## src/design/rv32ic_pkg.sv

```systemverilog
package rv32ic_pkg;

    typedef enum logic [5:0] {
        MN_UNKNOWN = 6'd0,
        MN_LB = 6'd1, MN_LH = 6'd2, MN_LW = 6'd3, MN_LBU = 6'd4, MN_LHU = 6'd5,
        MN_ADDI = 6'd6, MN_SLLI = 6'd7, MN_SLTI = 6'd8, MN_SLTIU = 6'd9,
        MN_XORI = 6'd10, MN_SRLI = 6'd11, MN_SRAI = 6'd12, MN_ORI = 6'd13,
        MN_ANDI = 6'd14, MN_AUIPC = 6'd15, MN_SB = 6'd16, MN_SH = 6'd17,
        MN_SW = 6'd18, MN_ADD = 6'd19, MN_SUB = 6'd20, MN_SLL = 6'd21,
        MN_SLT = 6'd22, MN_SLTU = 6'd23, MN_XOR = 6'd24, MN_SRL = 6'd25,
        MN_SRA = 6'd26, MN_OR = 6'd27, MN_AND = 6'd28, MN_LUI = 6'd29,
        MN_BEQ = 6'd30, MN_BNE = 6'd31, MN_BLT = 6'd32, MN_BGE = 6'd33,
        MN_BLTU = 6'd34, MN_BGEU = 6'd35, MN_JALR = 6'd36, MN_JAL = 6'd37,
        MN_ECALL = 6'd38
    } mnemonic_t;

    localparam logic [6:0] OP_LOAD   = 7'h03;
    localparam logic [6:0] OP_IMM    = 7'h13;
    localparam logic [6:0] OP_REG    = 7'h33;
    localparam logic [6:0] OP_BRANCH = 7'h63;
    localparam logic [6:0] OP_LUI    = 7'h37;
    localparam logic [6:0] OP_AUIPC  = 7'h17;
    localparam logic [6:0] OP_STORE  = 7'h23;
    localparam logic [6:0] OP_JALR   = 7'h67;
    localparam logic [6:0] OP_JAL    = 7'h6F;
    localparam logic [6:0] OP_SYSTEM = 7'h73;

    typedef struct packed {
        mnemonic_t   mn;
        logic [4:0]  rd;
        logic [4:0]  ra;
        logic [4:0]  rb;
        logic [31:0] imm;
        logic        tgt;
    } dec_t;

endpackage

```

## src/design/rv32ic_decode.sv

```systemverilog
module rv32ic_decode (
    input  logic [31:0]       w,
    output rv32ic_pkg::dec_t  d
);
    import rv32ic_pkg::*;

    dec_t d32, d16;
    logic [6:0]  op, f7;
    logic [2:0]  f3, cf3;
    logic [4:0]  rd, rs1, rs2, r, r2, rp, rp2;
    logic [31:0] ii, si, bi, ji, ci, lsi, cji, cbi, swi;

    assign op  = w[6:0];
    assign rd  = w[11:7];
    assign f3  = w[14:12];
    assign rs1 = w[19:15];
    assign rs2 = w[24:20];
    assign f7  = w[31:25];
    assign ii  = {{20{w[31]}}, w[31:20]};
    assign si  = {{20{w[31]}}, w[31:25], w[11:7]};
    assign bi  = {{20{w[31]}}, w[7], w[30:25], w[11:8], 1'b0};
    assign ji  = {{12{w[31]}}, w[19:12], w[20], w[30:21], 1'b0};

    assign cf3 = w[15:13];
    assign r   = w[11:7];
    assign r2  = w[6:2];
    assign rp  = {2'b01, w[9:7]};
    assign rp2 = {2'b01, w[4:2]};
    assign ci  = {{26{w[12]}}, w[12], w[6:2]};
    assign lsi = {25'd0, w[5], w[12:10], w[6], 2'b00};
    assign cji = {{21{w[12]}}, w[8], w[10:9], w[6], w[7], w[2], w[11], w[5:3], 1'b0};
    assign cbi = {{24{w[12]}}, w[6:5], w[2], w[11:10], w[4:3], 1'b0};
    assign swi = {24'd0, w[8:7], w[12:9], 2'b00};

    // 32-bit forms
    always_comb
    begin
        d32 = '0;
        case (op)
            OP_LOAD:
            begin
                case (f3)
                    3'd0: d32.mn = MN_LB;
                    3'd1: d32.mn = MN_LH;
                    3'd2: d32.mn = MN_LW;
                    3'd4: d32.mn = MN_LBU;
                    3'd5: d32.mn = MN_LHU;
                    default: d32.mn = MN_UNKNOWN;
                endcase
                d32.rd = rd; d32.ra = rs1; d32.imm = ii;
            end
            OP_IMM:
            begin
                case (f3)
                    3'd0: d32.mn = MN_ADDI;
                    3'd1: d32.mn = MN_SLLI;
                    3'd2: d32.mn = MN_SLTI;
                    3'd3: d32.mn = MN_SLTIU;
                    3'd4: d32.mn = MN_XORI;
                    3'd5: d32.mn = (f7 == 7'd0) ? MN_SRLI : MN_SRAI;
                    3'd6: d32.mn = MN_ORI;
                    default: d32.mn = MN_ANDI;
                endcase
                d32.rd = rd; d32.ra = rs1; d32.imm = ii;
            end
            OP_REG:
            begin
                case (f3)
                    3'd0: d32.mn = (f7 == 7'h20) ? MN_SUB : MN_ADD;
                    3'd1: d32.mn = MN_SLL;
                    3'd2: d32.mn = MN_SLT;
                    3'd3: d32.mn = MN_SLTU;
                    3'd4: d32.mn = MN_XOR;
                    3'd5: d32.mn = (f7 == 7'h20) ? MN_SRA : MN_SRL;
                    3'd6: d32.mn = MN_OR;
                    default: d32.mn = MN_AND;
                endcase
                d32.rd = rd; d32.ra = rs1; d32.rb = rs2;
            end
            OP_BRANCH:
            begin
                case (f3)
                    3'd0: d32.mn = MN_BEQ;
                    3'd1: d32.mn = MN_BNE;
                    3'd4: d32.mn = MN_BLT;
                    3'd5: d32.mn = MN_BGE;
                    3'd6: d32.mn = MN_BLTU;
                    3'd7: d32.mn = MN_BGEU;
                    default: d32.mn = MN_UNKNOWN;
                endcase
                d32.ra = rs1; d32.rb = rs2; d32.imm = bi; d32.tgt = 1'b1;
            end
            OP_LUI:
            begin
                d32.mn = MN_LUI; d32.rd = rd; d32.imm = {w[31:12], 12'd0};
            end
            OP_AUIPC:
            begin
                d32.mn = MN_AUIPC; d32.rd = rd; d32.imm = {w[31:12], 12'd0};
            end
            OP_STORE:
            begin
                case (f3)
                    3'd0: d32.mn = MN_SB;
                    3'd1: d32.mn = MN_SH;
                    3'd2: d32.mn = MN_SW;
                    default: d32.mn = MN_UNKNOWN;
                endcase
                d32.ra = rs1; d32.rb = rs2; d32.imm = si;
            end
            OP_JALR:
            begin
                d32.mn = MN_JALR; d32.rd = rd; d32.ra = rs1; d32.imm = ii;
            end
            OP_JAL:
            begin
                d32.mn = MN_JAL; d32.rd = rd; d32.imm = ji; d32.tgt = 1'b1;
            end
            OP_SYSTEM: d32.mn = MN_ECALL;
            default: d32 = '0;
        endcase
    end

    // 16-bit forms, expanded to base operations
    always_comb
    begin
        d16 = '0;
        case (w[1:0])
            2'd0:
            begin
                if (cf3 == 3'd2)
                begin
                    d16.mn = MN_LW; d16.rd = rp2; d16.ra = rp; d16.imm = lsi;
                end
                else if (cf3 == 3'd6)
                begin
                    d16.mn = MN_SW; d16.ra = rp; d16.rb = rp2; d16.imm = lsi;
                end
            end
            2'd1:
            begin
                case (cf3)
                    3'd0:
                    begin
                        d16.mn = MN_ADDI; d16.rd = r; d16.ra = r; d16.imm = ci;
                    end
                    3'd1:
                    begin
                        d16.mn = MN_JAL; d16.rd = 5'd1; d16.imm = cji; d16.tgt = 1'b1;
                    end
                    3'd2:
                    begin
                        d16.mn = MN_ADDI; d16.rd = r; d16.imm = ci;
                    end
                    3'd3:
                    begin
                        d16.mn = MN_LUI; d16.rd = r; d16.imm = {ci[19:0], 12'd0};
                    end
                    3'd4:
                    begin
                        d16.rd = rp; d16.ra = rp;
                        case (w[11:10])
                            2'd0: begin d16.mn = MN_SRLI; d16.imm = ci; end
                            2'd1: begin d16.mn = MN_SRAI; d16.imm = ci; end
                            2'd2: begin d16.mn = MN_ANDI; d16.imm = ci; end
                            default:
                            begin
                                d16.rb = rp2;
                                case (w[6:5])
                                    2'd0: d16.mn = MN_SUB;
                                    2'd1: d16.mn = MN_XOR;
                                    2'd2: d16.mn = MN_OR;
                                    default: d16.mn = MN_AND;
                                endcase
                            end
                        endcase
                    end
                    3'd5:
                    begin
                        d16.mn = MN_JAL; d16.imm = cji; d16.tgt = 1'b1;
                    end
                    3'd6:
                    begin
                        d16.mn = MN_BEQ; d16.ra = rp; d16.imm = cbi; d16.tgt = 1'b1;
                    end
                    default:
                    begin
                        d16.mn = MN_BNE; d16.ra = rp; d16.imm = cbi; d16.tgt = 1'b1;
                    end
                endcase
            end
            default:
            begin
                if (cf3 == 3'd0)
                begin
                    d16.mn = MN_SLLI; d16.rd = r; d16.ra = r; d16.imm = ci;
                end
                else if (cf3 == 3'd4)
                begin
                    if (!w[12])
                    begin
                        if (r2 == 5'd0)
                        begin
                            d16.mn = MN_JALR; d16.ra = r;
                        end
                        else
                        begin
                            d16.mn = MN_ADDI; d16.rd = r; d16.ra = r2;
                        end
                    end
                    else if (r2 == 5'd0)
                    begin
                        d16.mn = MN_JALR; d16.rd = 5'd1; d16.ra = r;
                    end
                    else
                    begin
                        d16.mn = MN_ADD; d16.rd = r; d16.ra = r; d16.rb = r2;
                    end
                end
                else if (cf3 == 3'd6)
                begin
                    d16.mn = MN_SW; d16.ra = 5'd2; d16.rb = r2; d16.imm = swi;
                end
            end
        endcase
    end

    // unknown codes report all zero
    always_comb
    begin
        d = (w[1:0] == 2'b11) ? d32 : d16;
        if (d.mn == MN_UNKNOWN)
            d = '0;
    end

endmodule

```

## src/design/rv32ic_instruction_decoder_core.sv

```systemverilog
// channel | signals                          | direction
// fetch   | in_valid/in_ready, fetch_word    | in
// decode  | out_valid/out_ready, result set  | out
// One word per cycle while the output is not stalled: decode is a single pass from the input register to the
// output register; the kept pc adds 2 or 4 in the same pass.
// Result valid is raised when the word moves from the input register into the output register.
// Reset clears the pc to 0 and both valid flags.
// A stalled output holds; the input register fills behind it, then ready drops.
module rv32ic_instruction_decoder_core (
    input  logic        clk,
    input  logic        rst_n,
    input  logic        in_valid,
    output logic        in_ready,
    input  logic [31:0] fetch_word,
    output logic        out_valid,
    input  logic        out_ready,
    output logic [31:0] instr_addr,
    output logic        is_compressed,
    output logic [5:0]  mnemonic,
    output logic [4:0]  dest_reg,
    output logic [4:0]  src_reg_a,
    output logic [4:0]  src_reg_b,
    output logic signed [31:0] immediate,
    output logic [31:0] jump_target,
    output logic        has_target
);
    import rv32ic_pkg::*;

    logic        iv_reg;
    logic [31:0] word_reg;
    logic [31:0] pc_reg, pc_next;
    logic        ov_reg;
    dec_t        dec, dec_reg;
    logic [31:0] addr_reg;
    logic        comp_reg;
    logic        advance;

    assign advance  = iv_reg && (!ov_reg || out_ready);
    assign in_ready = !iv_reg || advance;

    rv32ic_decode u_dec (.w(word_reg), .d(dec));

    assign pc_next = pc_reg + ((word_reg[1:0] == 2'b11) ? 32'd4 : 32'd2);

    // control
    always_ff @(posedge clk or negedge rst_n)
    begin
        if (!rst_n)
        begin
            iv_reg <= 1'b0;
            ov_reg <= 1'b0;
            pc_reg <= '0;
        end
        else
        begin
            if (in_ready)
                iv_reg <= in_valid;
            if (advance)
            begin
                ov_reg <= 1'b1;
                pc_reg <= pc_next;
            end
            else if (out_ready)
                ov_reg <= 1'b0;
        end
    end

    // payload
    always_ff @(posedge clk)
    begin
        if (in_ready && in_valid)
            word_reg <= fetch_word;
        if (advance)
        begin
            dec_reg  <= dec;
            addr_reg <= pc_reg;
            comp_reg <= (word_reg[1:0] != 2'b11);
        end
    end

    assign out_valid     = ov_reg;
    assign instr_addr    = addr_reg;
    assign is_compressed = comp_reg;
    assign mnemonic      = dec_reg.mn;
    assign dest_reg      = dec_reg.rd;
    assign src_reg_a     = dec_reg.ra;
    assign src_reg_b     = dec_reg.rb;
    assign immediate     = dec_reg.imm;
    assign jump_target   = dec_reg.tgt ? (addr_reg + dec_reg.imm) : 32'd0;
    assign has_target    = dec_reg.tgt;

endmodule

```

## config.mk

```make
export PLATFORM = sky130hd
export DESIGN_NAME = rv32ic_instruction_decoder_core
export DESIGN_NICKNAME = d
export VERILOG_FILES = /design/src/design/rv32ic_pkg.sv /design/src/design/rv32ic_decode.sv /design/src/design/rv32ic_instruction_decoder_core.sv
export SDC_FILE = /design/constraint.sdc
export NUM_CORES = 1
export LEC_CHECK = 0
export BUFFER_PORTS_ARGS = -buffer_cell sky130_fd_sc_hd__buf_2
export CELL_PAD_IN_SITES_DETAIL_PLACEMENT = 1
export CELL_PAD_IN_SITES_GLOBAL_PLACEMENT = 2
export CORE_UTILIZATION = 30
export DETAILED_ROUTE_END_ITERATION = 10
export PLACE_DENSITY_LB_ADDON = 0.05
export RECOVER_POWER = 100
export SLEW_MARGIN = 5
export SYNTH_ARGS = -nofsm -noshare
export SYNTH_HDL_FRONTEND = slang
export SYNTH_SLANG_ARGS = --single-unit
```

## constraint.sdc

```tcl
create_clock -name clk -period 3.6 [get_ports clk]
set_input_delay 0 -clock clk [delete_from_list [all_inputs] [get_ports clk]]
set_output_delay 0 -clock clk [all_outputs]
set_load 0.01 [all_outputs]
```

==> results.cfg, run 1 <==
[sta]
setup_tns_ns = 0
hold_ws_ns = 0.279
timing.final.crit_share_pct = 94.5
fmax_mhz = 294
finalMaxSlewViolations = 67
setup_viol = 0
hold_viol_final = 0
slew_headroom_pct = -59.9
worst_slew_pin_slew_ns = 2.40
fin_skew_ns = 0.0142
fin_crit_ns = 3.40

[floorplanning]
dieArea_um2 = 30900
start_util_pct = 30.5
die_h_um = 176
core-area_um2 = 29700
num_rows = 63
die_w_um = 176
io-pin-count = 157

[pwr]
max-vdd-ir-drop_v = 0.000310
p_switching_mw = 1.71
pwr-share-comb_pct = 22.5
cellLeakagePower_nw = 4.40
clkPwrFrac_pct = 34.5
switching_share_pct = 32.8
p_per_area_nw_per_um2 = 466
power_frac_seq_pct = 43.0
p_int_mw = 3.50

[logic_synthesis]
ys_ff_latch = 151
synth_nets = 993
avgSynthCellArea_um2 = 9.96
yosys-top-cells-area = edfxtp_1 39%, dfrtp_1 9.1%, ha_1 6.1%, a21oi_1 4.2%, nand2_1 3.5%
netlist_instances = 911
yosysSeqAreaShare_pct = 48.2
ys_types = 72
yosys.area.top_type = edfxtp_1
synth_top_cell_area_share_pct = 39.1
synthArstFlopShare_pct = 21.9
yosysWarnings = 0
syn-cell-area_um2 = 9070
synthFlopType = edfxtp_1
synth_edf_count = 118

[grt]
gr-total-overflow = 0
grt_max_degree = 63
grt_pass1_wl_um = 49800
grt_pass1_vias = 8145
antenna_found_initial = 0
track_usage_pct = 21.3

[worst_setup_path]
path_cells = ha_1, clkbuf_1, nor3_1, o21ai_0, o211ai_1, a21oi_1, or4_1, nor4_4, buf_6, nor2_1
crit_arrival_ns = 3.55
worstPathMaxFanout = 48
crit_required_ns = 3.75
cpPeakStageDelay_ns = 0.59
crit_type = flop to flop
cp-start-kind = flop
crit_path_top_delay_cell = or4_1
setup.worst_path.end_class = flop

[routing]
dr.pass1.iters = 5
first_iter_violations = 521
drt-met1-wl_um = 14900
viasPerCell = 5.30
routedWlPerCell_um = 21.5
vias = 8015
drc = 0
wl_met2_um = 15600
top_layer_used = met4
wl_um = 32500
ant_nets = 0
dr_wl_met3_um = 1210

[clock_tree]
cts_buffers = 17
insertion_delay_ns = 0.42
cts.sinks = 151
root_buffer = clkbuf_16
cts_tree = done
clock_path_buffers = 2
h-tree-depth = 4
clkTransAtPathRegs_ns = 0.07

[placed_design]
io_buffers = 155
dp_hpwl_um = 24700
place_area_um2 = 10400
place_congestion = 0.870

[layout]
syn2layout_area_growth_pct = 23.4
antenna_cells = 0
design_area_um2 = 11200
drive_gt1_share_pct = 10.3
num-nets-final = 1190

[min_path]
hp-class = input port to flop

[run_status]
violations = capacitance limit, slew limit
status = finished, violations left

[run]
max_cap_violations = 2
-- synthesized netlist by cell type (4+ instances only) --
library cell / instances
a21o_1: 12
nand2_1: 85
o21bai_1: 4
buf_2: 4
and3_1: 21
nor2_1: 77
o21a_1: 8
nor2b_1: 10
clkbuf_1: 35
or4_1: 4
nor3_1: 28
or2_2: 4
a2111o_1: 4
a22oi_1: 18
a21oi_1: 76
a221o_1: 4
a31oi_1: 9
o211ai_1: 6
xor2_1: 14
nand3_1: 39
a211o_1: 4
or3_1: 6
xnor2_1: 31
edfxtp_1: 118
a311oi_1: 5
o2111ai_1: 4
a221oi_1: 6
a211oi_1: 9
and3b_1: 4
and2_1: 10
a41o_1: 4
buf_1: 4
inv_1: 26
nand2b_1: 15
nor4_1: 8
o21ai_0: 45
a21boi_0: 4
dfrtp_1: 33
o31ai_1: 4
nand4_1: 7
ha_1: 44
a32oi_1: 8
-- worst max-delay path: cells and delay by family (launching register included) --
| family | cells | cell delay (ns) |
|---|---|---|
| AOI/OAI and AO/OA | 3 | 0.37 |
| adders and majority gates | 1 | 0.29 |
| buffers and inverters | 2 | 0.61 |
| DFF | 1 | 0.53 |
| and+or+nand+nor | 4 | 1.28 |
-- layer usage --
metal	track usage (%)	up-vias
li1	-	3826
met1	28.3	3939
met2	35.3	212
met3	2.99	38
met4	7.28	0
met5	0	-
-- cell type report --
class                           count  area, um2
Fill cell                        3408      18500
Multi-Input combinational cell    685       4420
Sequential cell                   151       4370
Timing Repair Buffer              225       1230
Tap cell                          390        488
Clock buffer                       18        429
Clock inverter                     14        154
Inverter                           28        106
-- timing repair --
| action | CTS | global route |
|---|---|---|
| endpoints found under the hold margin | 67 | 0 |
| setup endpoints to repair | 2 | 2 |
| gates resized for setup | 0 | 2 |
| gates cloned | 0 | 0 |
| hold buffers | 36 | 0 |
| buffers inserted | 2 | 0 |
| pin swaps | 1 | 0 |
-- worst paths after layout --
check	slack (ns)	start	endpoint	cells past startpoint
max in group asynchronous	1.78	rst_n	pc_reg[12]$_DFFE_PN0P_	2
hold reg to reg	0.46	pc_reg[27]$_DFFE_PN0P_	instr_addr[27]$_DFFE_PP_	0
setup / recovery	0.20	word_reg[10]$_DFFE_PP_	src_reg_b[1]$_SDFFCE_PN0P_	10
setup reg to reg	0.20	word_reg[10]$_DFFE_PP_	src_reg_b[1]$_SDFFCE_PN0P_	10
hold / removal	0.28	fetch_word[8]	word_reg[8]$_DFFE_PP_	2
min in group asynchronous	0.69	rst_n	pc_reg[28]$_DFFE_PN0P_	2
-- power groups by stage --
| stage | clock network (mW) | logic [mW] | registers, mW |
|---|---|---|---|
| finish | 1.80 | 1.17 | 2.24 |
| detailed placement | 0 | 1.19 | 2.27 |
| floorplan | 0 | 0.730 | 2.25 |
| CTS | 1.84 | 1.23 | 2.24 |
| global route | 1.90 | 1.32 | 2.26 |
| global placement | 0 | 1.19 | 2.28 |
-- placed cells by master, fill, tap and decap left out, drive strengths merged, types with 11 or more instances in the layout --
| master | Yosys | layout |
|---|---|---|
| nor2 | 78 | 78 |
| a21o | 12 | 12 |
| inv | 27 | 34 |
| a22oi | 18 | 18 |
| ha | 44 | 44 |
| a21oi | 76 | 76 |
| xnor2 | 31 | 31 |
| edfxtp | 118 | 118 |
| nand3 | 39 | 39 |
| xor2 | 14 | 14 |
| nand2b | 15 | 15 |
| nand2 | 85 | 85 |
| and3 | 21 | 21 |
| dfrtp | 33 | 33 |
| dlygate4sd3 | 0 | 36 |
| nor3 | 28 | 28 |
| o21ai | 45 | 45 |
| clkbuf | 35 | 142 |
| buf | 12 | 65 |
| and2 | 11 | 11 |
-- cells by family (layout without fill, tap and decap cells) --
kind of cell / count (synthesis) / in the layout / synth area share (%)
xor+xnor: 45 / 45 / 4.34
fa+ha+maj: 46 / 46 / 6.51
flops: 151 / 151 / 48.2
simple gates: 333 / 333 / 18.2
other cells: 1 / 1 / 0.0413
compound gates: 254 / 254 / 18.6
mux: 6 / 6 / 0.745
buf+inv: 75 / 285 / 3.41
-- per-stage QoR --
step	instances	setup slack, ns	util [%]	power, mW
after global placement	1441	0.414	35.1	3.46
final	1511	0.200	37.7	5.21
after floorplan	911	0.424	-	2.98
after CTS	1511	0.0359	38.3	5.31
after detailed placement	1441	0.333	35.1	3.47
after global routing	1511	-0.0215	37.7	5.47
Note: power is estimated with default switching activity, not from simulation.
==> inputs of run 2 (changes only) <==
clock period = 3.35 ns   (was 3.6 ns; I/O delays follow)
==> results.cfg, run 2 (synthesized netlist as in run 1, its figures left out) <==
[floorplanning]
core-area_um2 = 29700
start_util_pct = 30.5
die_h_um = 176
die_w_um = 176
num_rows = 63
io-pin-count = 157
dieArea_um2 = 30900

[clock_tree]
clkTransAtPathRegs_ns = 0.07
root_buffer = clkbuf_16
h-tree-depth = 4
clock_path_buffers = 2
cts_tree = done
cts.sinks = 151
insertion_delay_ns = 0.43
cts_buffers = 17

[layout]
antenna_cells = 0
num-nets-final = 1213
final_common_cell = edfxtp_1
final_cell_mix = 118 x edfxtp_1, 102 x buf_2, 85 x nand2_1
syn2layout_area_growth_pct = 27.1
drive_gt1_share_pct = 18.8
final_cells = 1534

[worst_setup_path]
worstSetupStartpoint = immediate[1]$_SDFFCE_PN0P_
critical-path-top-delay-family = compound AO/OA/AOI/OAI gates
reg2reg_from = word_reg[5]$_DFFE_PP_
path_cells = ha_2, fa_2, a211oi_1, nor2_1, o211ai_1, buf_4, a211oi_4, or2_2, a311oi_1, nor2_1, buf_2
r2r_end = immediate[4]$_SDFFCE_PN0P_
crit_arrival_ns = 3.21
cp.depth = 11
r2r_cells = 8
crit_path_top_delay_cell = edfxtp_1
rrSetupSlack_ns = 0.16
cp.buffers_inverters = 2
setup.worst_path.end_class = output port
cpPeakStageDelay_ns = 0.43
critPathCapture = jump_target[27]
crit_type = flop to output port
worst_path_most_repeated_cell = nor2_1
worstPathMaxFanout = 4
cp-start-kind = flop
crit_required_ns = 3.35

[sta]
fin_skew_ns = 0.0172
hold_viol_final = 0
fmax_mhz = 311
timing.final.crit_share_pct = 95.8
slew_headroom_pct = -28.7
fin_crit_ns = 3.21
worst_slew_pin_slew_ns = 1.93
setup_viol = 0
setup_tns_ns = 0
finalMaxSlewViolations = 34

[routing]
wl_um = 33000
dr.pass1.iters = 5
ant_nets = 0
first_iter_violations = 604
routedWlPerCell_um = 21.5
viasPerCell = 5.28
vias = 8093
drc = 0

[placed_design]
io_buffers = 155
place_congestion = 0.887
dp_hpwl_um = 25500
placedCellCount = 1464

[grt]
grt_pass1_wl_um = 49400
track_usage_pct = 21.2
antenna_found_initial = 0
grt_max_degree = 63
gr-total-overflow = 0
grt_pass1_vias = 8128

[min_path]
hp-class = input port to flop
hold_depth = 2

[pwr]
cellLeakagePower_nw = 4.76
p_per_area_nw_per_um2 = 496
max-vdd-ir-drop_v = 0.000321

[run_status]
status = finished, violations left
violations = capacitance limit, slew limit

[run]
max_cap_violations = 1
## run 2: cell types whose count changed in the layout (fill, tap and decap cells not counted), moves of 4 or more
| cell | before | now |
|---|---|---|
| ha_2 | 0 | 4 |
| buf_4 | 27 | 55 |
| and2_0 | 5 | 1 |
| ha_1 | 44 | 39 |
| buf_2 | 37 | 102 |
| clkbuf_1 | 122 | 54 |
## run 2: metrics by stage
step                      hold WS, ns  util [%]  total power [mW]  setup WS [ns]  area (um2)
final                           0.274      38.8              5.72          0.139       11500
after global routing            0.271      38.8              6.00       -0.00588       11500
after CTS                       0.211      38.9              5.77        0.00842       11600
after detailed placement        0.132      35.6              3.76          0.182       10600
after global placement          0.144      35.6              3.75          0.181       10600
after floorplan                -0.296         -              3.20          0.174        9070
## run 2: per-layer routing
layer	track usage, %	part of all wire (%)	vias up
li1	-	-	3863
met1	27.5	45	3979
met2	36.4	49	206
met3	2.64	3.5	45
met4	7.36	2.7	0
met5	0	0	-
## run 2: layout make-up
cell class	count	area (um2)
Tap cell	390	488
Sequential cell	151	4370
Clock buffer	18	429
Clock inverter	14	163
Inverter	28	106
Fill cell	3386	18200
Multi-Input combinational cell	685	4460
Timing Repair Buffer	248	1520
## run 2: where the power goes
part / internal [mW] / switching (mW)
logic: 0.541 / 0.808
registers: 2.23 / 0.167
clock network: 1.12 / 0.847
## run 2: worst min path at each step
stage | endpoint | from
finish | word_reg[4]$_DFFE_PP_ | fetch_word[4]
global route | word_reg[4]$_DFFE_PP_ | fetch_word[4]
CTS | pc_reg[26]$_DFFE_PN0P_ | rst_n
detailed placement | pc_reg[26]$_DFFE_PN0P_ | rst_n
global placement | pc_reg[31]$_DFFE_PN0P_ | rst_n
floorplan | iv_reg$_DFFE_PN0N_ | rst_n
## run 2: timing repair
action / in CTS / in global routing
hold endpoints to repair: 67 / 0
gates resized for setup: 2 / 9
buffers inserted: 0 / 2
hold buffers: 36 / 0
endpoints found under the setup margin: 3 / 12
==> inputs of run 3 (changes only) <==
PLACE_DENSITY_LB_ADDON = 0.1   (was 0.05)
==> results.cfg, run 3 (synthesized netlist as in run 1, its figures left out) <==
[routing]
vias = 8062
routedWlPerCell_um = 21.2
dr.pass1.iters = 5
drc = 0
viasPerCell = 5.28
wl_um = 32400
ant_nets = 0
first_iter_violations = 566

[layout]
final_cell_mix = 118 x edfxtp_1, 99 x clkbuf_1, 85 x nand2_1
num-nets-final = 1207
drive_gt1_share_pct = 14.3
final_common_cell = edfxtp_1
fillers = 3421
syn2layout_area_growth_pct = 25.3
antenna_cells = 0
design_area_um2 = 11400

[floorplanning]
num_rows = 63
die_h_um = 176
dieArea_um2 = 30900
core-area_um2 = 29700
die_w_um = 176
start_util_pct = 30.5
io-pin-count = 157

[min_path]
min_delay_worst_endpoint = word_reg[13]$_DFFE_PP_
hp-class = input port to flop
worst_hold_startpoint = fetch_word[13]
hold_depth = 2

[clock_tree]
cts.sinks = 151
clock_path_buffers = 2
root_buffer = clkbuf_16
h-tree-depth = 4
insertion_delay_ns = 0.43
cts_tree = done
clkTransAtPathRegs_ns = 0.07
cts_buffers = 17

[run_status]
status = finished, violations left
violations = capacitance limit, slew limit

[sta]
fin_skew_ns = 0.0157
finalMaxSlewViolations = 67
fin_crit_ns = 3.22
setup_tns_ns = 0
hold_viol_final = 0
fmax_mhz = 310
timing.final.crit_share_pct = 96.2
setup_viol = 0
worst_slew_pin_slew_ns = 1.94
slew_headroom_pct = -29.1

[worst_setup_path]
cpPeakStageDelay_ns = 0.46
cp.buffers_inverters = 1
crit_type = flop to output port
r2r_end = immediate[4]$_SDFFCE_PN0P_
worstPathMaxFanout = 6
r2r_cells = 11
critical-path-top-delay-family = compound AO/OA/AOI/OAI gates
setup.worst_path.end_class = output port
crit_arrival_ns = 3.22
crit_path_top_delay_cell = edfxtp_1
rrSetupSlack_ns = 0.19
reg2reg_from = word_reg[13]$_DFFE_PP_
cp-start-kind = flop
crit_required_ns = 3.35
path_cells = ha_2, and3_1, a31oi_1, and3_1, a221o_1, a211o_1, a2111o_1, o211ai_1, buf_2
worst_path_most_repeated_cell = and3_1

[grt]
antenna_found_initial = 0
grt_pass1_wl_um = 49700
track_usage_pct = 21.1
grt_max_degree = 68
grt_pass1_vias = 8247
gr-total-overflow = 0

[placed_design]
dp_hpwl_um = 25000
io_buffers = 155
place_area_um2 = 10600
place_congestion = 0.896

[pwr]
p_per_area_nw_per_um2 = 493
cellLeakagePower_nw = 4.57
max-vdd-ir-drop_v = 0.000337

[run]
max_cap_violations = 2
run 3: cell count changes in the layout (fill, tap and decap cells not counted), moves of 2 or more:
cell / before / now
a211oi_2: 0 / 2
buf_2: 102 / 63
buf_4: 55 / 41
clkbuf_1: 54 / 99
clkbuf_4: 0 / 2
run 3: power by group:
part	total (mW)	leakage (nW)	internal, mW	switching (mW)
clock network	1.88	0.277	1.04	0.838
logic	1.32	2.69	0.516	0.807
registers	2.40	1.60	2.23	0.164
run 3: final cells by class:
| class | count | area, um2 | share of cell area, % |
|---|---|---|---|
| clock buffer | 18 | 429 | 3.77 |
| clock inverter | 14 | 136 | 1.20 |
| inverter | 28 | 106 | 0.935 |
| multi-input combinational | 685 | 4440 | 39.0 |
| sequential | 151 | 4370 | 38.4 |
| tap | 390 | 488 | 4.29 |
| timing repair buffer | 242 | 1410 | 12.4 |
run 3: worst max path at each step:
stage / cells after the start / from / end / slack (ns)
2_1_floorplan: 11 / word_reg[0]$_DFFE_PP_ / pc_reg[27]$_DFFE_PN0P_ / 0.17
3_3_place_gp: 7 / word_reg[3]$_DFFE_PP_ / dest_reg[3]$_SDFFCE_PN0P_ / 0.17
3_5_place_dp: 11 / word_reg[13]$_DFFE_PP_ / immediate[26]$_SDFFCE_PN0P_ / 0.21
4_1_cts: 9 / immediate[3]$_SDFFCE_PN0P_ / jump_target[30] / 0.03
5_1_grt: 9 / immediate[3]$_SDFFCE_PN0P_ / jump_target[30] / -0.01
6_report: 9 / immediate[10]$_SDFFCE_PN0P_ / jump_target[30] / 0.13
run 3: repair_timing:
action,CTS,global route
gates resized for setup,3,9
hold buffers,36,0
setup endpoints to repair,2,7
pin swaps,0,1
buffers inserted,0,1
endpoints found under the hold margin,67,0
run 3: worst reg2reg max path, delay by kind of cell (launching register included):
| kind | cells | cell delay (ns) |
|---|---|---|
| and+or+nand+nor | 4 | 0.76 |
| AOI/OAI and AO/OA | 3 | 0.76 |
| buffers and inverters | 3 | 0.74 |
| DFF | 1 | 0.40 |
| adders and majority gates | 1 | 0.23 |
run 3: routing by layer:
layer,GRT usage (%),share of wire (%),vias to the layer above
met5,0,0,-
met4,8.80,3.4,0
met3,2.79,3.6,49
met2,35.1,48,221
met1,27.7,45,3940
li1,-,-,3852
run 3: through the flow:
step                      utilization, %  setup slack, ns  cells  total power, mW  hold slack [ns]
final                               38.3            0.128   1528             5.60            0.282
after global routing                38.3          -0.0144   1528             5.88            0.274
after CTS                           38.7           0.0308   1527             5.68            0.212
after detailed placement            35.5            0.210   1459             3.75            0.130
after global placement              35.5            0.175   1459             3.74            0.130
after floorplan                        -            0.174    911             3.20           -0.296
